## src/rtl/core/lcd_nibble_expander_writer_macros.svh

```systemverilog
// assertion helpers shared by the writer rtl
`ifndef LCD_NIBBLE_EXPANDER_WRITER_MACROS_SVH
`define LCD_NIBBLE_EXPANDER_WRITER_MACROS_SVH

// same-cycle implication, skipped while in reset
`define LNX_ASSERT_NOW(label, clk, rst, ante, cons) \
  label: assert property (@(posedge clk) disable iff (rst) (ante) |-> (cons)) \
    else $error("lnx same-cycle check failed");

// next-cycle implication, skipped while in reset
`define LNX_ASSERT_NEXT(label, clk, rst, ante, cons) \
  label: assert property (@(posedge clk) disable iff (rst) (ante) |=> (cons)) \
    else $error("lnx next-cycle check failed");

`endif

```

## src/rtl/core/lnx_pkg.sv

```systemverilog
`timescale 1ns / 1ps
`default_nettype none

package lnx_pkg;

  localparam logic [7:0] INSTR_BL_ON  = 8'h28;
  localparam logic [7:0] INSTR_BL_OFF = 8'h2B;
  localparam logic [7:0] BL_PAUSE_US  = 8'd150;
  localparam logic [7:0] CMD_BYTE     = 8'h01;

  localparam logic [7:0] CFG_RS_MASK    = 8'd0;
  localparam logic [7:0] CFG_EN_MASK    = 8'd1;
  localparam logic [7:0] CFG_BL_MASK    = 8'd2;
  localparam logic [7:0] CFG_DATA_MASKS = 8'd3;
  localparam logic [7:0] CFG_BL_INV     = 8'd4;
  localparam logic [7:0] CFG_BL_PRESENT = 8'd5;
  localparam logic [7:0] CFG_BUS_DELAY  = 8'd6;
  localparam logic [7:0] CFG_TWO_BYTE   = 8'd7;

  typedef struct packed {
    logic [7:0]  rs_line_mask;
    logic [7:0]  enable_line_mask;
    logic [7:0]  backlight_line_mask;
    logic [31:0] data_line_masks;
    logic        backlight_inverted;
    logic        backlight_present;
    logic        bus_delay_enable;
    logic        two_byte_mode;
  } cfg_t;

  // place of the current write within one nibble
  typedef enum logic [2:0] {
    STB_SET  = 3'b001,
    STB_HIGH = 3'b010,
    STB_LOW  = 3'b100
  } strobe_t;

  function automatic logic [7:0] map_nibble(input logic [3:0] nib, input logic [31:0] masks);
    logic [7:0] v;
    v = 8'h00;
    for (int i = 0; i < 4; i++) begin
      if (nib[i]) begin
        v = v | masks[8*i +: 8];
      end
    end
    return v;
  endfunction

endpackage

`default_nettype wire

```

## src/rtl/core/lnx_req_if.sv

```systemverilog
`timescale 1ns / 1ps
`default_nettype none

interface lnx_req_if;
  logic       valid;
  logic       ready;
  logic       req_type;
  logic       is_data;
  logic [7:0] byte_value;
  logic       backlight_state;

  modport source (output valid, req_type, is_data, byte_value, backlight_state, input ready);
  modport sink (input valid, req_type, is_data, byte_value, backlight_state, output ready);
endinterface

`default_nettype wire

```

## src/rtl/core/lnx_res_if.sv

```systemverilog
`timescale 1ns / 1ps
`default_nettype none

interface lnx_res_if;
  logic       valid;
  logic       ready;
  logic [7:0] bus_byte;
  logic       end_of_write;
  logic [7:0] wait_us;
  logic       last;

  modport source (output valid, bus_byte, end_of_write, wait_us, last, input ready);
  modport sink (input valid, bus_byte, end_of_write, wait_us, last, output ready);
endinterface

`default_nettype wire

```

## src/rtl/core/lnx_cfg_if.sv

```systemverilog
`timescale 1ns / 1ps
`default_nettype none

interface lnx_cfg_if;
  logic        valid;
  logic        ready;
  logic [7:0]  index;
  logic [31:0] data;

  modport source (output valid, index, data, input ready);
  modport sink (input valid, index, data, output ready);
endinterface

`default_nettype wire

```

## src/rtl/core/lnx_cfg_regs.sv

```systemverilog
`timescale 1ns / 1ps
`default_nettype none

module lnx_cfg_regs (
  input  wire logic    clk,
  input  wire logic    rst,
  lnx_cfg_if.sink      cfg,
  output lnx_pkg::cfg_t regs
);

  assign cfg.ready = ~rst;

  always_ff @(posedge clk) begin
    if (rst) begin
      regs.rs_line_mask        <= 8'h10;
      regs.enable_line_mask    <= 8'h40;
      regs.backlight_line_mask <= 8'h80;
      regs.data_line_masks     <= 32'h0804_0201;
      regs.backlight_inverted  <= 1'b0;
      regs.backlight_present   <= 1'b1;
      regs.bus_delay_enable    <= 1'b1;
      regs.two_byte_mode       <= 1'b0;
    end else if (cfg.valid) begin
      case (cfg.index)
        lnx_pkg::CFG_RS_MASK:    regs.rs_line_mask        <= cfg.data[7:0];
        lnx_pkg::CFG_EN_MASK:    regs.enable_line_mask    <= cfg.data[7:0];
        lnx_pkg::CFG_BL_MASK:    regs.backlight_line_mask <= cfg.data[7:0];
        lnx_pkg::CFG_DATA_MASKS: regs.data_line_masks     <= cfg.data;
        lnx_pkg::CFG_BL_INV:     regs.backlight_inverted  <= cfg.data[0];
        lnx_pkg::CFG_BL_PRESENT: regs.backlight_present   <= cfg.data[0];
        lnx_pkg::CFG_BUS_DELAY:  regs.bus_delay_enable    <= cfg.data[0];
        lnx_pkg::CFG_TWO_BYTE:   regs.two_byte_mode       <= cfg.data[0];
        default: ;
      endcase
    end
  end

endmodule

`default_nettype wire

```

## src/rtl/core/lcd_nibble_expander_writer.sv

```systemverilog
`timescale 1ns / 1ps
`default_nettype none
// Character display writer over an 8-bit port expander, 4-bit bus mode.
// req channel: one request per handshake, either a byte to send (instruction
//   or data) or a backlight state. res channel: one bus byte per handshake,
//   with end_of_write on the last byte of each expander write, wait_us to
//   pause afterwards and last on the final byte of the request.
// cfg channel: register writes, ready whenever out of reset. The user must see
//   that they are taken only while idle; the block does not enforce it.
// A send gives 6 port writes (12 bytes in two-byte mode); a backlight request
//   gives 1 write, or 7 if the state changed (up to 14 bytes). A taken request
//   is registered, then its first byte enters the output register.
// Throughput: one result byte per cycle unless the receiver stalls, set by the write
//   sequencer that walks command byte, nibble and strobe phase. The next request
//   is taken in the cycle the current one's final byte enters the output register.
// Reset: configuration returns to its defaults, backlight line active,
//   previous backlight state off, no request in flight, nothing taken.
// Receiver stall: the output register holds its byte and the sequencer halts;
//   one further request can be taken only when the current one is finished.
`include "lcd_nibble_expander_writer_macros.svh"

module lcd_nibble_expander_writer (
  input wire logic clk,
  input wire logic rst,
  lnx_req_if.sink   req,
  lnx_res_if.source res,
  lnx_cfg_if.sink   cfg
);

  lnx_pkg::cfg_t   regs;
  lnx_pkg::strobe_t strb;

  logic       busy;
  logic       in_pre;
  logic       has_send;
  logic       long_wait;
  logic [7:0] ctl;
  logic [7:0] blv;
  logic [7:0] ch;
  logic       nib;
  logic       cmd_done;
  logic       bl_active;
  logic       prev_bl;

  logic       out_valid;
  logic [7:0] out_byte;
  logic       out_eow;
  logic [7:0] out_wait;
  logic       out_last;

  logic       accept;
  logic       emit;
  logic       cmd_phase;
  logic       final_write;
  logic       final_res;
  logic       new_active;
  logic [7:0] data_val;
  logic [7:0] wr_val;
  logic [7:0] wr_wait;
  logic [7:0] delay;

  lnx_cfg_regs u_cfg (
    .clk  (clk),
    .rst  (rst),
    .cfg  (cfg),
    .regs (regs)
  );

  always_comb begin
    new_active = regs.backlight_present &
                 (regs.backlight_inverted ? req.backlight_state : ~req.backlight_state);
    delay      = {7'd0, regs.bus_delay_enable};
    cmd_phase  = regs.two_byte_mode & ~cmd_done;
    data_val   = ctl | lnx_pkg::map_nibble(nib ? ch[3:0] : ch[7:4], regs.data_line_masks);
    if (in_pre) begin
      final_write = ~has_send;
      wr_val      = blv;
      wr_wait     = 8'd0;
    end else begin
      final_write = nib && (strb == lnx_pkg::STB_LOW);
      case (strb)
        lnx_pkg::STB_SET: begin
          wr_val  = data_val;
          wr_wait = delay;
        end
        lnx_pkg::STB_HIGH: begin
          wr_val  = data_val | regs.enable_line_mask;
          wr_wait = delay;
        end
        default: begin
          wr_val  = data_val;
          wr_wait = (final_write && long_wait) ? lnx_pkg::BL_PAUSE_US : 8'd0;
        end
      endcase
    end
    final_res = final_write & ~cmd_phase;
    emit      = busy & (~out_valid | res.ready);
    req.ready = ~rst & (~busy | (emit & final_res));
    accept    = req.valid & req.ready;
  end

  always_ff @(posedge clk) begin
    if (rst) begin
      busy      <= 1'b0;
      bl_active <= 1'b1;
      prev_bl   <= 1'b0;
      in_pre    <= 1'b0;
      nib       <= 1'b0;
      strb      <= lnx_pkg::STB_SET;
      cmd_done  <= 1'b0;
    end else if (accept) begin
      busy     <= 1'b1;
      in_pre   <= req.req_type;
      nib      <= 1'b0;
      strb     <= lnx_pkg::STB_SET;
      cmd_done <= 1'b0;
      if (req.req_type) begin
        bl_active <= new_active;
        prev_bl   <= req.backlight_state;
      end
    end else if (emit) begin
      if (cmd_phase) begin
        cmd_done <= 1'b1;
      end else begin
        cmd_done <= 1'b0;
        if (final_write) begin
          busy <= 1'b0;
        end else if (in_pre) begin
          in_pre <= 1'b0;
        end else begin
          case (strb)
            lnx_pkg::STB_SET:  strb <= lnx_pkg::STB_HIGH;
            lnx_pkg::STB_HIGH: strb <= lnx_pkg::STB_LOW;
            default: begin
              strb <= lnx_pkg::STB_SET;
              nib  <= 1'b1;
            end
          endcase
        end
      end
    end
  end

  // request payload, captured with the backlight state it runs under
  always_ff @(posedge clk) begin
    if (accept) begin
      long_wait <= req.req_type;
      has_send  <= ~req.req_type | (req.backlight_state != prev_bl);
      blv       <= new_active ? regs.backlight_line_mask : 8'h00;
      if (req.req_type) begin
        ctl <= new_active ? regs.backlight_line_mask : 8'h00;
        ch  <= req.backlight_state ? lnx_pkg::INSTR_BL_ON : lnx_pkg::INSTR_BL_OFF;
      end else begin
        ctl <= (req.is_data ? regs.rs_line_mask : 8'h00) |
               (bl_active ? regs.backlight_line_mask : 8'h00);
        ch  <= req.byte_value;
      end
    end
  end

  always_ff @(posedge clk) begin
    if (rst) begin
      out_valid <= 1'b0;
    end else if (emit) begin
      out_valid <= 1'b1;
    end else if (res.ready) begin
      out_valid <= 1'b0;
    end
  end

  always_ff @(posedge clk) begin
    if (emit) begin
      out_byte <= cmd_phase ? lnx_pkg::CMD_BYTE : wr_val;
      out_eow  <= ~cmd_phase;
      out_wait <= cmd_phase ? 8'd0 : wr_wait;
      out_last <= final_res;
    end
  end

  assign res.valid        = out_valid;
  assign res.bus_byte     = out_byte;
  assign res.end_of_write = out_eow;
  assign res.wait_us      = out_wait;
  assign res.last         = out_last;

  `LNX_ASSERT_NEXT(a_accept_busy, clk, rst, accept, busy)
  `LNX_ASSERT_NOW(a_last_ends_write, clk, rst, out_valid && out_last, out_eow)
  `LNX_ASSERT_NOW(a_long_pause_last, clk, rst, out_valid && out_wait == lnx_pkg::BL_PAUSE_US,
                  out_last)
  `LNX_ASSERT_NEXT(a_stall_holds_seq, clk, rst, busy && !emit && !accept,
                   busy && $stable(strb) && $stable(nib) && $stable(cmd_done))

endmodule

`default_nettype wire

```

## src/flat_wrapper.sv

```systemverilog
// flat-port wrapper written by rule: the top's interface ports become plain ports
module lcd_nibble_expander_writer_flat 
  (clk, rst, req_valid, req_req_type, req_is_data, req_byte_value, req_backlight_state, req_ready, res_valid, res_bus_byte, res_end_of_write, res_wait_us, res_last, res_ready, cfg_valid, cfg_index, cfg_data, cfg_ready);
  lnx_req_if req_i ();
  lnx_res_if res_i ();
  lnx_cfg_if cfg_i ();
  input wire logic clk;
  input wire logic rst;
  input wire logic [$bits(req_i.valid)-1:0] req_valid;
  input wire logic [$bits(req_i.req_type)-1:0] req_req_type;
  input wire logic [$bits(req_i.is_data)-1:0] req_is_data;
  input wire logic [$bits(req_i.byte_value)-1:0] req_byte_value;
  input wire logic [$bits(req_i.backlight_state)-1:0] req_backlight_state;
  output wire logic [$bits(req_i.ready)-1:0] req_ready;
  output wire logic [$bits(res_i.valid)-1:0] res_valid;
  output wire logic [$bits(res_i.bus_byte)-1:0] res_bus_byte;
  output wire logic [$bits(res_i.end_of_write)-1:0] res_end_of_write;
  output wire logic [$bits(res_i.wait_us)-1:0] res_wait_us;
  output wire logic [$bits(res_i.last)-1:0] res_last;
  input wire logic [$bits(res_i.ready)-1:0] res_ready;
  input wire logic [$bits(cfg_i.valid)-1:0] cfg_valid;
  input wire logic [$bits(cfg_i.index)-1:0] cfg_index;
  input wire logic [$bits(cfg_i.data)-1:0] cfg_data;
  output wire logic [$bits(cfg_i.ready)-1:0] cfg_ready;
  assign req_i.valid = req_valid;
  assign req_i.req_type = req_req_type;
  assign req_i.is_data = req_is_data;
  assign req_i.byte_value = req_byte_value;
  assign req_i.backlight_state = req_backlight_state;
  assign req_ready = req_i.ready;
  assign res_valid = res_i.valid;
  assign res_bus_byte = res_i.bus_byte;
  assign res_end_of_write = res_i.end_of_write;
  assign res_wait_us = res_i.wait_us;
  assign res_last = res_i.last;
  assign res_i.ready = res_ready;
  assign cfg_i.valid = cfg_valid;
  assign cfg_i.index = cfg_index;
  assign cfg_i.data = cfg_data;
  assign cfg_ready = cfg_i.ready;
  lcd_nibble_expander_writer u_core (.clk(clk), .rst(rst), .req(req_i), .res(res_i), .cfg(cfg_i));
endmodule
```

## config.mk

```make
export PLATFORM = sky130hd
export DESIGN_NAME = lcd_nibble_expander_writer_flat
export DESIGN_NICKNAME = d
export VERILOG_FILES = /design/src/rtl/core/lnx_pkg.sv /design/src/rtl/core/lnx_req_if.sv /design/src/rtl/core/lnx_res_if.sv /design/src/rtl/core/lnx_cfg_if.sv /design/src/rtl/core/lnx_cfg_regs.sv /design/src/rtl/core/lcd_nibble_expander_writer.sv /design/src/flat_wrapper.sv
export VERILOG_INCLUDE_DIRS = /design/src /design/src/rtl/core
export SDC_FILE = /design/constraint.sdc
export NUM_CORES = 1
export LEC_CHECK = 0
export BUFFER_PORTS_ARGS = -buffer_cell sky130_fd_sc_hd__buf_2
export CELL_PAD_IN_SITES_DETAIL_PLACEMENT = 0
export CELL_PAD_IN_SITES_GLOBAL_PLACEMENT = 1
export CORE_ASPECT_RATIO = 1.75
export CORE_MARGIN = 4
export CORE_UTILIZATION = 46
export DETAILED_ROUTE_END_ITERATION = 8
export PLACE_DENSITY = 0.91
export SLEW_MARGIN = 20
export SYNTH_ARGS = -nofsm -noshare
export SYNTH_HDL_FRONTEND = slang
export SYNTH_SLANG_ARGS = --single-unit
```

## constraint.sdc

```tcl
create_clock -name clk -period 5.9 [get_ports clk]
set_clock_uncertainty 0.05 [all_clocks]
set_input_delay 0.59 -clock clk [delete_from_list [all_inputs] [get_ports clk]]
set_output_delay 0.59 -clock clk [all_outputs]
set_load 0.01 [all_outputs]
```

# Word-level counts from Yosys, hierarchy flattened
# Index checks and enable logic that the tools add are counted.
# W data, S select, Z words.
# op_classes
n_eq_ne,13
muxes,29
n_reduce_logical,23
bitwise_logic,27
# ops
op,n
$mux W8,12
$or A8 B8 Y8,6
$eq A8 B3 Y1 const B,4
$reduce_and A2 Y1,9
$eq A8 B2 Y1 const B,2
$mux W1,14
$not A1 Y1,11
$eq A8 B1 Y1 const B,1
$logic_not A8 Y1,1
$and A1 B1 Y1,7
$pmux W3 S2,1
$reduce_and A3 Y1,2
$reduce_bool A2 Y1,3
$reduce_or A2 Y1,3
$reduce_and A5 Y1,1
$mux W4,1
$ne A2 B1 Y1 const B,2
$reduce_and A4 Y1,1
$reduce_or A4 Y1,1
$eq A3 B1 Y1 const B,1
$eq A3 B2 Y1 const B,1
$eq A3 B3 Y1 const B,1
$or A1 B1 Y1,3
$logic_and A1 B1 Y1,2
other kinds (2),2
# word_totals
reg_bits,114
elab_cells,118

# Logic depth before layout (Yosys ltp)
# Gate-level depths: netlist (run 1).
# depth
depth_word,12
ltp_mapped,7
ltp_nobuf,5

# Hierarchy
# A second synthesis (run 1) with hierarchy kept.
# hier_totals
hier_cells,469
hier_area_um2,4961.0
# modules_own_cells
module,n_inst,seq_area_each_um2,area_per_inst_um2,cells_per_inst
lcd_nibble_expander_writer,1,1341.3,2486.1,216
lnx_cfg_regs,1,1201.2,2474.9,253

# Worst setup path after synthesis (run 1)
# No wires, ideal clock.
# synth_timing
path_kind,reg-to-reg
from,register u_core.strb[2]
to,"register u_core.blv[0], enable pin"
t_arrival_ns,3.127
setup_time_ns,0.447
stages_incl_launch_ff,5
slack_ns,2.276
required_time_ns,5.403
n_path_buf,0
path_cell_list,dfxtp_1 -> nor4bb_1 -> nor2_1 -> o31a_1 -> nor3b_1
# synth_between
elab_chain_cells,8
# synth_lines
item,line,source
start: declaration,lcd_nibble_expander_writer.sv:31,lnx_pkg::strobe_t strb;
start signal: assignment,lcd_nibble_expander_writer.sv:109,strb <= lnx_pkg::STB_SET;
start signal: assignment,lcd_nibble_expander_writer.sv:115,strb <= lnx_pkg::STB_SET;
start signal: assignment,lcd_nibble_expander_writer.sv:132,lnx_pkg::STB_SET: strb <= lnx_pkg::STB_HIGH;
$eq A3 B3 Y1,lcd_nibble_expander_writer.sv:80,final_write = nib && (strb == lnx_pkg::STB_LOW);
$logic_and A1 B1 Y1,lcd_nibble_expander_writer.sv:80,
$mux W1,lcd_nibble_expander_writer.sv:75,if (in_pre) begin
$and A1 B1 Y1,lcd_nibble_expander_writer.sv:96,final_res = final_write & ~cmd_phase;
$and A1 B1 Y1,lcd_nibble_expander_writer.sv:98,req.ready = ~rst & (~busy | (emit & final_res));
$or A1 B1 Y1,lcd_nibble_expander_writer.sv:98,
$and A1 B1 Y1,lcd_nibble_expander_writer.sv:98,
$and A1 B1 Y1,lcd_nibble_expander_writer.sv:99,accept = req.valid & req.ready;
net u_core.accept,lcd_nibble_expander_writer.sv:51,logic accept;
end signal: assignment,lcd_nibble_expander_writer.sv:149,blv <= new_active ? regs.backlight_line_mask : 8'h00;
end: declaration,lcd_nibble_expander_writer.sv:38,logic [7:0] blv;
# The timed path passes the listed nets, and every way through them passes these cells.
# A chain may end at the register's enable or synchronous reset.

# Final worst setup path (run 1)
# layout_timing
from,register u_core.nib
to,output port req_ready
# layout_between
elab_chain_cells,6
# layout_lines
item,line,source
start: declaration,lcd_nibble_expander_writer.sv:40,logic nib;
start signal: assignment,lcd_nibble_expander_writer.sv:108,nib <= 1'b0;
start signal: assignment,lcd_nibble_expander_writer.sv:114,nib <= 1'b0;
start signal: assignment,lcd_nibble_expander_writer.sv:136,nib <= 1'b1;
$logic_and A1 B1 Y1,lcd_nibble_expander_writer.sv:80,
$mux W1,lcd_nibble_expander_writer.sv:75,
$and A1 B1 Y1,lcd_nibble_expander_writer.sv:96,
$and A1 B1 Y1,lcd_nibble_expander_writer.sv:98,
$or A1 B1 Y1,lcd_nibble_expander_writer.sv:98,
$and A1 B1 Y1,lcd_nibble_expander_writer.sv:98,
end: declaration,flat_wrapper.sv:14,output wire logic [$bits(req_i.ready)-1:0] req_ready;
# No other way between the ends.

==> results of run 1 <==
==> through the flow <==
stage	setup slack [ps]	power [mW]	utilization
final	3160	1.55	0.550
after floorplan	2280	0.873	-
after global placement	3080	0.915	0.515
after CTS	3130	1.56	0.549
after detailed placement	3020	0.918	0.515
after global routing	2950	1.60	0.550
==> worst min-delay path: cells and delay by family, from the launching register on <==
| kind | cells | cell delay [ps] |
|---|---|---|
| AOI/OAI and AO/OA | 1 | 50 |
| DFF | 1 | 310 |
| and+or+nand+nor | 1 | 50 |
==> final cells by class <==
cell class / count / area (um2)
Fill cell: 879 / 4280
Timing Repair Buffer: 77 / 399
Sequential cell: 108 / 2540
Inverter: 8 / 30.0
Clock buffer: 11 / 253
Multi-Input combinational cell: 298 / 1790
Tap cell: 122 / 153
Clock inverter: 5 / 73.8
==> cell families after synthesis <==
logic type      Yosys count  synth area share
compound gates          101             0.142
xor+xnor                  2           0.00388
buf+inv                  35            0.0419
flops                   108             0.564
mux                      30            0.0680
other cells               1          0.000831
simple gates            162             0.180
==> per-layer routing <==
layer,vias to the layer above,part of all wire
met5,-,0
met4,0,0.034
met3,18,0.046
met2,110,0.52
met1,1648,0.40
li1,1696,-
==> registers in the layout, summed over array words and instances, names as in the netlist <==
name and count:
u_core.u_cfg.regs 60, u_core.blv 8, u_core.ch 8, u_core.ctl 8, u_core.res.bus_byte 8, u_core.strb 3
u_core.res.wait_us 2, u_core.bl_active 1, u_core.busy 1, u_core.cmd_done 1, u_core.has_send 1, u_core.in_pre 1
u_core.long_wait 1, u_core.nib 1, u_core.prev_bl 1, u_core.res.end_of_write 1, u_core.res.last 1, u_core.res.valid 1
==> worst paths after layout <==
check / endpoint / slack, ps / cells past startpoint
min reg2reg: u_core.u_cfg.regs[23] / 410 / 2
max: req_ready / 3160 / 5
min: u_core.u_cfg.regs[23] / 410 / 2
max reg2reg: u_core.ctl[6] / 3440 / 5
==> layout by cell type (no fill, tap or decap), types with 3 or more instances in the layout <==
cell | netlist | routed
a21oi_1 | 46 | 46
a221oi_1 | 8 | 8
a22o_1 | 16 | 16
a31oi_1 | 8 | 8
and3_1 | 10 | 10
buf_2 | 4 | 73
buf_4 | 6 | 3
clkbuf_16 | 0 | 9
conb_1 | 1 | 3
dfxtp_1 | 70 | 70
edfxtp_1 | 38 | 38
inv_1 | 7 | 7
mux2_2 | 5 | 5
mux2i_1 | 25 | 25
nand2_1 | 70 | 70
nand2b_1 | 4 | 4
nand3_1 | 8 | 8
nor2_1 | 35 | 35
nor2b_1 | 7 | 7
nor3_1 | 6 | 6
nor4_1 | 4 | 4
nor4_4 | 4 | 4
o21ai_0 | 13 | 13
o31a_1 | 3 | 3
or2_2 | 3 | 3
==> power by group <==
group	internal, mW	leakage, nW	switching (mW)
combinational	0.0400	0.841	0.0666
clock	0.392	0.163	0.257
sequential	0.788	0.924	0.00676
total	1.22	1.93	0.331
==> results.yml, run 1 <==
grt:
  grt_start_max_net_pins: 69
  grtUsageMet1: 0.213
  antenna_found_initial: 0
  grt_overflow_total: 0
  use_met3: 0.0446
  grt_pass1_wl_um: 17100
  grt_busiest_layer: "met2"
  grt_pass1_vias: 3427
  use_met2: 0.323
  grt_usage: 0.186
synthesis:
  syn_inst: 439
  synth_area_per_cell_um2: 10.3
  synth_common_cells: "dfxtp_1 (70), nand2_1 (70), a21oi_1 (46)"
  synth_warnings: 0
  synth_edf_count: 38
  synth_cell_type_count: 43
  synth_area_leaders: "dfxtp_1 (31%), edfxtp_1 (25%), nand2_1 (5.8%)"
  yosysSeqAreaShare: 0.564
  synth_area_um2: 4510
  ys.flop_type: "dfxtp_1"
  synth_area_leader_cell: "dfxtp_1"
  synth_top_cell_area_share: 0.311
  ys_seq_elements: 108
  ys_async_sr_fraction: 0
flow_run:
  drv_cap: 0
floorplanning:
  start_util: 0.473
  num_io_pins: 77
  die_w_um: 82.9
  design.core.area_um2: 9530
  rows: 47
  die-area_um2: 11500
  die_h_um: 139
power_and_ir_drop:
  ir_drop_mv: 0.173
  powerDensity_nw_per_um2: 296
  p_leak_nw: 1.93
routing:
  firstDrtPassIters: 7
  drt_iter0_markers: 328
  wirelength_um: 10600
  drt-vias-per-instance: 5.52
  drcViolationCount: 0
  ant_nets: 0
  wl_per_cell_um: 16.8
  vias: 3472
cts:
  cts_tree: "built"
  h-tree-depth: 3
  clockBufferDepth: 2
  cts_buffers: 9
  clock-sinks: 108
  clk_root_buffer_cell: "clkbuf_16"
  clk_pin_slew_ps: 70
  postCtsResizedCells: 0
  holdBufCountCts: 0
  cts_setup_buffers: 0
  worstSkewPairLatency_ps: 350
final_layout:
  drive_above_1_share: 0.215
  fin_area_um2: 5240
  layout.nets: 558
  area_growth_pct: 16.2
  antennaDiodeCount: 0
  layout.cells.non_filler: 629
placement:
  dp_hpwl_um: 7540
  place_congestion: 0.818
  dp_cells: 612
  io_buffers: 73
  place_area_um2: 4900
critical_path:
  cp-start-kind: "flop"
  critPathMostFrequentCell: "nor2_1"
  regToRegStartpoint: "u_core.nib"
  crit_required_ps: 5260
  max_stage_delay_ps: 480
  cp-end-kind: "output port"
  crit_chain: "nor4bb_1 -> nor2_1 -> o31a_1 -> nor2_1 -> buf_2"
  crit_fanout: 6
  cp_slowest_cell: "dfxtp_1"
  crit_start: "u_core.nib"
  crit_family: "simple AND/OR/NAND/NOR gates"
  path_buf_inv: 1
  cp_data_arrival_time_ps: 2100
  critPathKind: "flop to output port"
timing:
  fmax_mhz: 365
  period_needed_ps: 2740
  slew_headroom: 0.325
  hold_viol: 0
  finalCritPeriodShare: 0.464
  setup_viol: 0
  setup_tns_ps: 0
  holdWs_ps: 410
  tightest_slew_ps: 1010
  finalMaxSlewViolations: 0
  rsz0062_at_grt: "false"
hold_path:
  hold_start: "u_core.u_cfg.regs[23]"
  holdCritPathClass: "flop to flop"
status:
  status: "finished, final reports clean"
Note: power is estimated with default switching activity, not from simulation.
==> inputs of run 2 (changes only) <==
- CORE_UTILIZATION: 46 -> 43
- PLACE_DENSITY: 0.91 -> 0.87
- clock period: 5.9 -> 2.7 ns (I/O delays scaled with it)
==> run 2 against run 1 <==
  * Sequential share of layout area is essentially flat
  * Core utilization shrank 4.1 points
  * Sequential cell count is the same
  * Non-clock buffer count grew 6
==> results.yml, run 2 (synthesis gave the netlist of run 1 again) <==
status:
  status: "finished, final reports clean"
cts:
  clock-sinks: 108
  clockBufferDepth: 2
  h-tree-depth: 3
  postCtsResizedCells: 0
  cts_buffers: 9
  holdBufCountCts: 0
  cts_tree: "built"
  worstSkewPairLatency_ps: 340
  cts_setup_buffers: 0
  clk_root_buffer_cell: "clkbuf_16"
  clk_pin_slew_ps: 70
grt:
  grt_pass1_vias: 3372
  grt_pass1_wl_um: 16800
  antenna_found_initial: 0
  grt_overflow_total: 0
  grt_usage: 0.177
  grt_start_max_net_pins: 64
critical_path:
  critPathKind: "flop to output port"
  cp-end-kind: "output port"
  cp-start-kind: "flop"
  critPathMostFrequentCell: "nor2_1"
  r2r_cells: 5
  crit_fanout: 6
  crit_required_ps: 2380
  max_stage_delay_ps: 460
  cp_slowest_cell: "dfxtp_1"
  crit_chain: "nor4bb_1 -> nor2_1 -> o31a_1 -> nor2_1 -> buf_2"
  cp_data_arrival_time_ps: 1990
timing:
  post-route-worst-setup-slack_ps: 393
  setup_tns_ps: 0
  fmax_mhz: 433
  finalCritPeriodShare: 0.855
  setup_viol: 0
  tightest_slew_ps: 738
  slew_headroom: 0.506
  rsz0062_at_grt: "false"
  hold_viol: 0
  period_needed_ps: 2310
  finalMaxSlewViolations: 0
floorplanning:
  die_h_um: 143
  die_w_um: 85.4
  num_io_pins: 77
  die-area_um2: 12300
  start_util: 0.438
  design.core.area_um2: 10300
  rows: 49
routing:
  firstDrtPassIters: 4
  drt_iter0_markers: 225
  wirelength_um: 10500
  vias: 3442
  wl_per_cell_um: 16.3
  ant_nets: 0
  drt-vias-per-instance: 5.38
  drcViolationCount: 0
power_and_ir_drop:
  p_int_mw: 2.44
  p_comb_frac: 0.076
  p_sw_mw: 0.738
  p_seq_frac: 0.545
  ir_drop_mv: 0.342
  switching_share: 0.232
  p_leak_nw: 1.93
  powerDensity_nw_per_um2: 607
  power_frac_clock: 0.379
final_layout:
  final_core_util: 0.509
  layout.cells.non_filler: 640
  largest-register: "u_core.u_cfg.regs"
  layout.nets: 564
  drive_above_1_share: 0.224
  area_growth_pct: 16.3
  final_common_cell: "buf_2"
  fin_area_um2: 5240
  most-common-layout-cells: "buf_2 (73), nand2_1 (70), dfxtp_1 (70)"
  antennaDiodeCount: 0
  largest_reg_flops: 60
placement:
  io_buffers: 73
  dp_hpwl_um: 7790
  place_area_um2: 4970
  place_ws_ps: 417
  place_congestion: 0.869
  dp_cells: 624
hold_path:
  min_path_cells: 3
  holdCritPathClass: "input port to flop"
flow_run:
  drv_cap: 0
-- run 2: through the flow --
step	hold slack (ps)	power [mW]
after floorplan	319	1.91
after detailed placement	398	2.02
after global routing	100	3.30
after CTS	77.0	3.21
final	85.2	3.18
after global placement	393	2.01
-- run 2: worst paths after layout --
| kind | from | endpoint | slack, ps |
|---|---|---|---|
| max | u_core.nib | req_ready | 390 |
| max reg2reg | u_core.nib | u_core.ch[2] | 420 |
| min | cfg_data[9] | u_core.u_cfg.regs[13] | 90 |
| min reg2reg | u_core.u_cfg.regs[10] | u_core.u_cfg.regs[10] | 410 |
-- run 2: final cells by class --
class / instances / area, um2
clock buffers: 9 / 225
clock inverters: 7 / 48.8
fillers: 965 / 5060
inverters: 8 / 30.0
multi-input cells: 298 / 1800
flip-flops and latches: 108 / 2540
well taps: 127 / 159
repair buffers: 83 / 440
-- run 2: per-layer routing --
| metal | routed length [um] | global-route usage | vias up |
|---|---|---|---|
| met5 | 0 | 0 | - |
| met4 | 331 | 0.0784 | 0 |
| met3 | 556 | 0.0275 | 15 |
| met2 | 5640 | 0.323 | 83 |
| met1 | 3930 | 0.202 | 1633 |
| li1 | - | - | 1711 |
-- run 2: worst max-delay path, delay by kind of cell, from the launching register on --
| family | cells | cell delay, ps |
|---|---|---|
| AOI/OAI and AO/OA | 1 | 360 |
| buffers and inverters | 1 | 150 |
| DFF | 1 | 460 |
| and+or+nand+nor | 3 | 670 |
-- run 2: power groups by stage --
stage | clock network [mW] | registers (mW) | logic [mW]
after floorplan | 0 | 1.78 | 0.133
after global placement | 0 | 1.77 | 0.238
after detailed placement | 0 | 1.77 | 0.243
after CTS | 1.23 | 1.74 | 0.244
after global routing | 1.29 | 1.74 | 0.266
final | 1.21 | 1.74 | 0.242
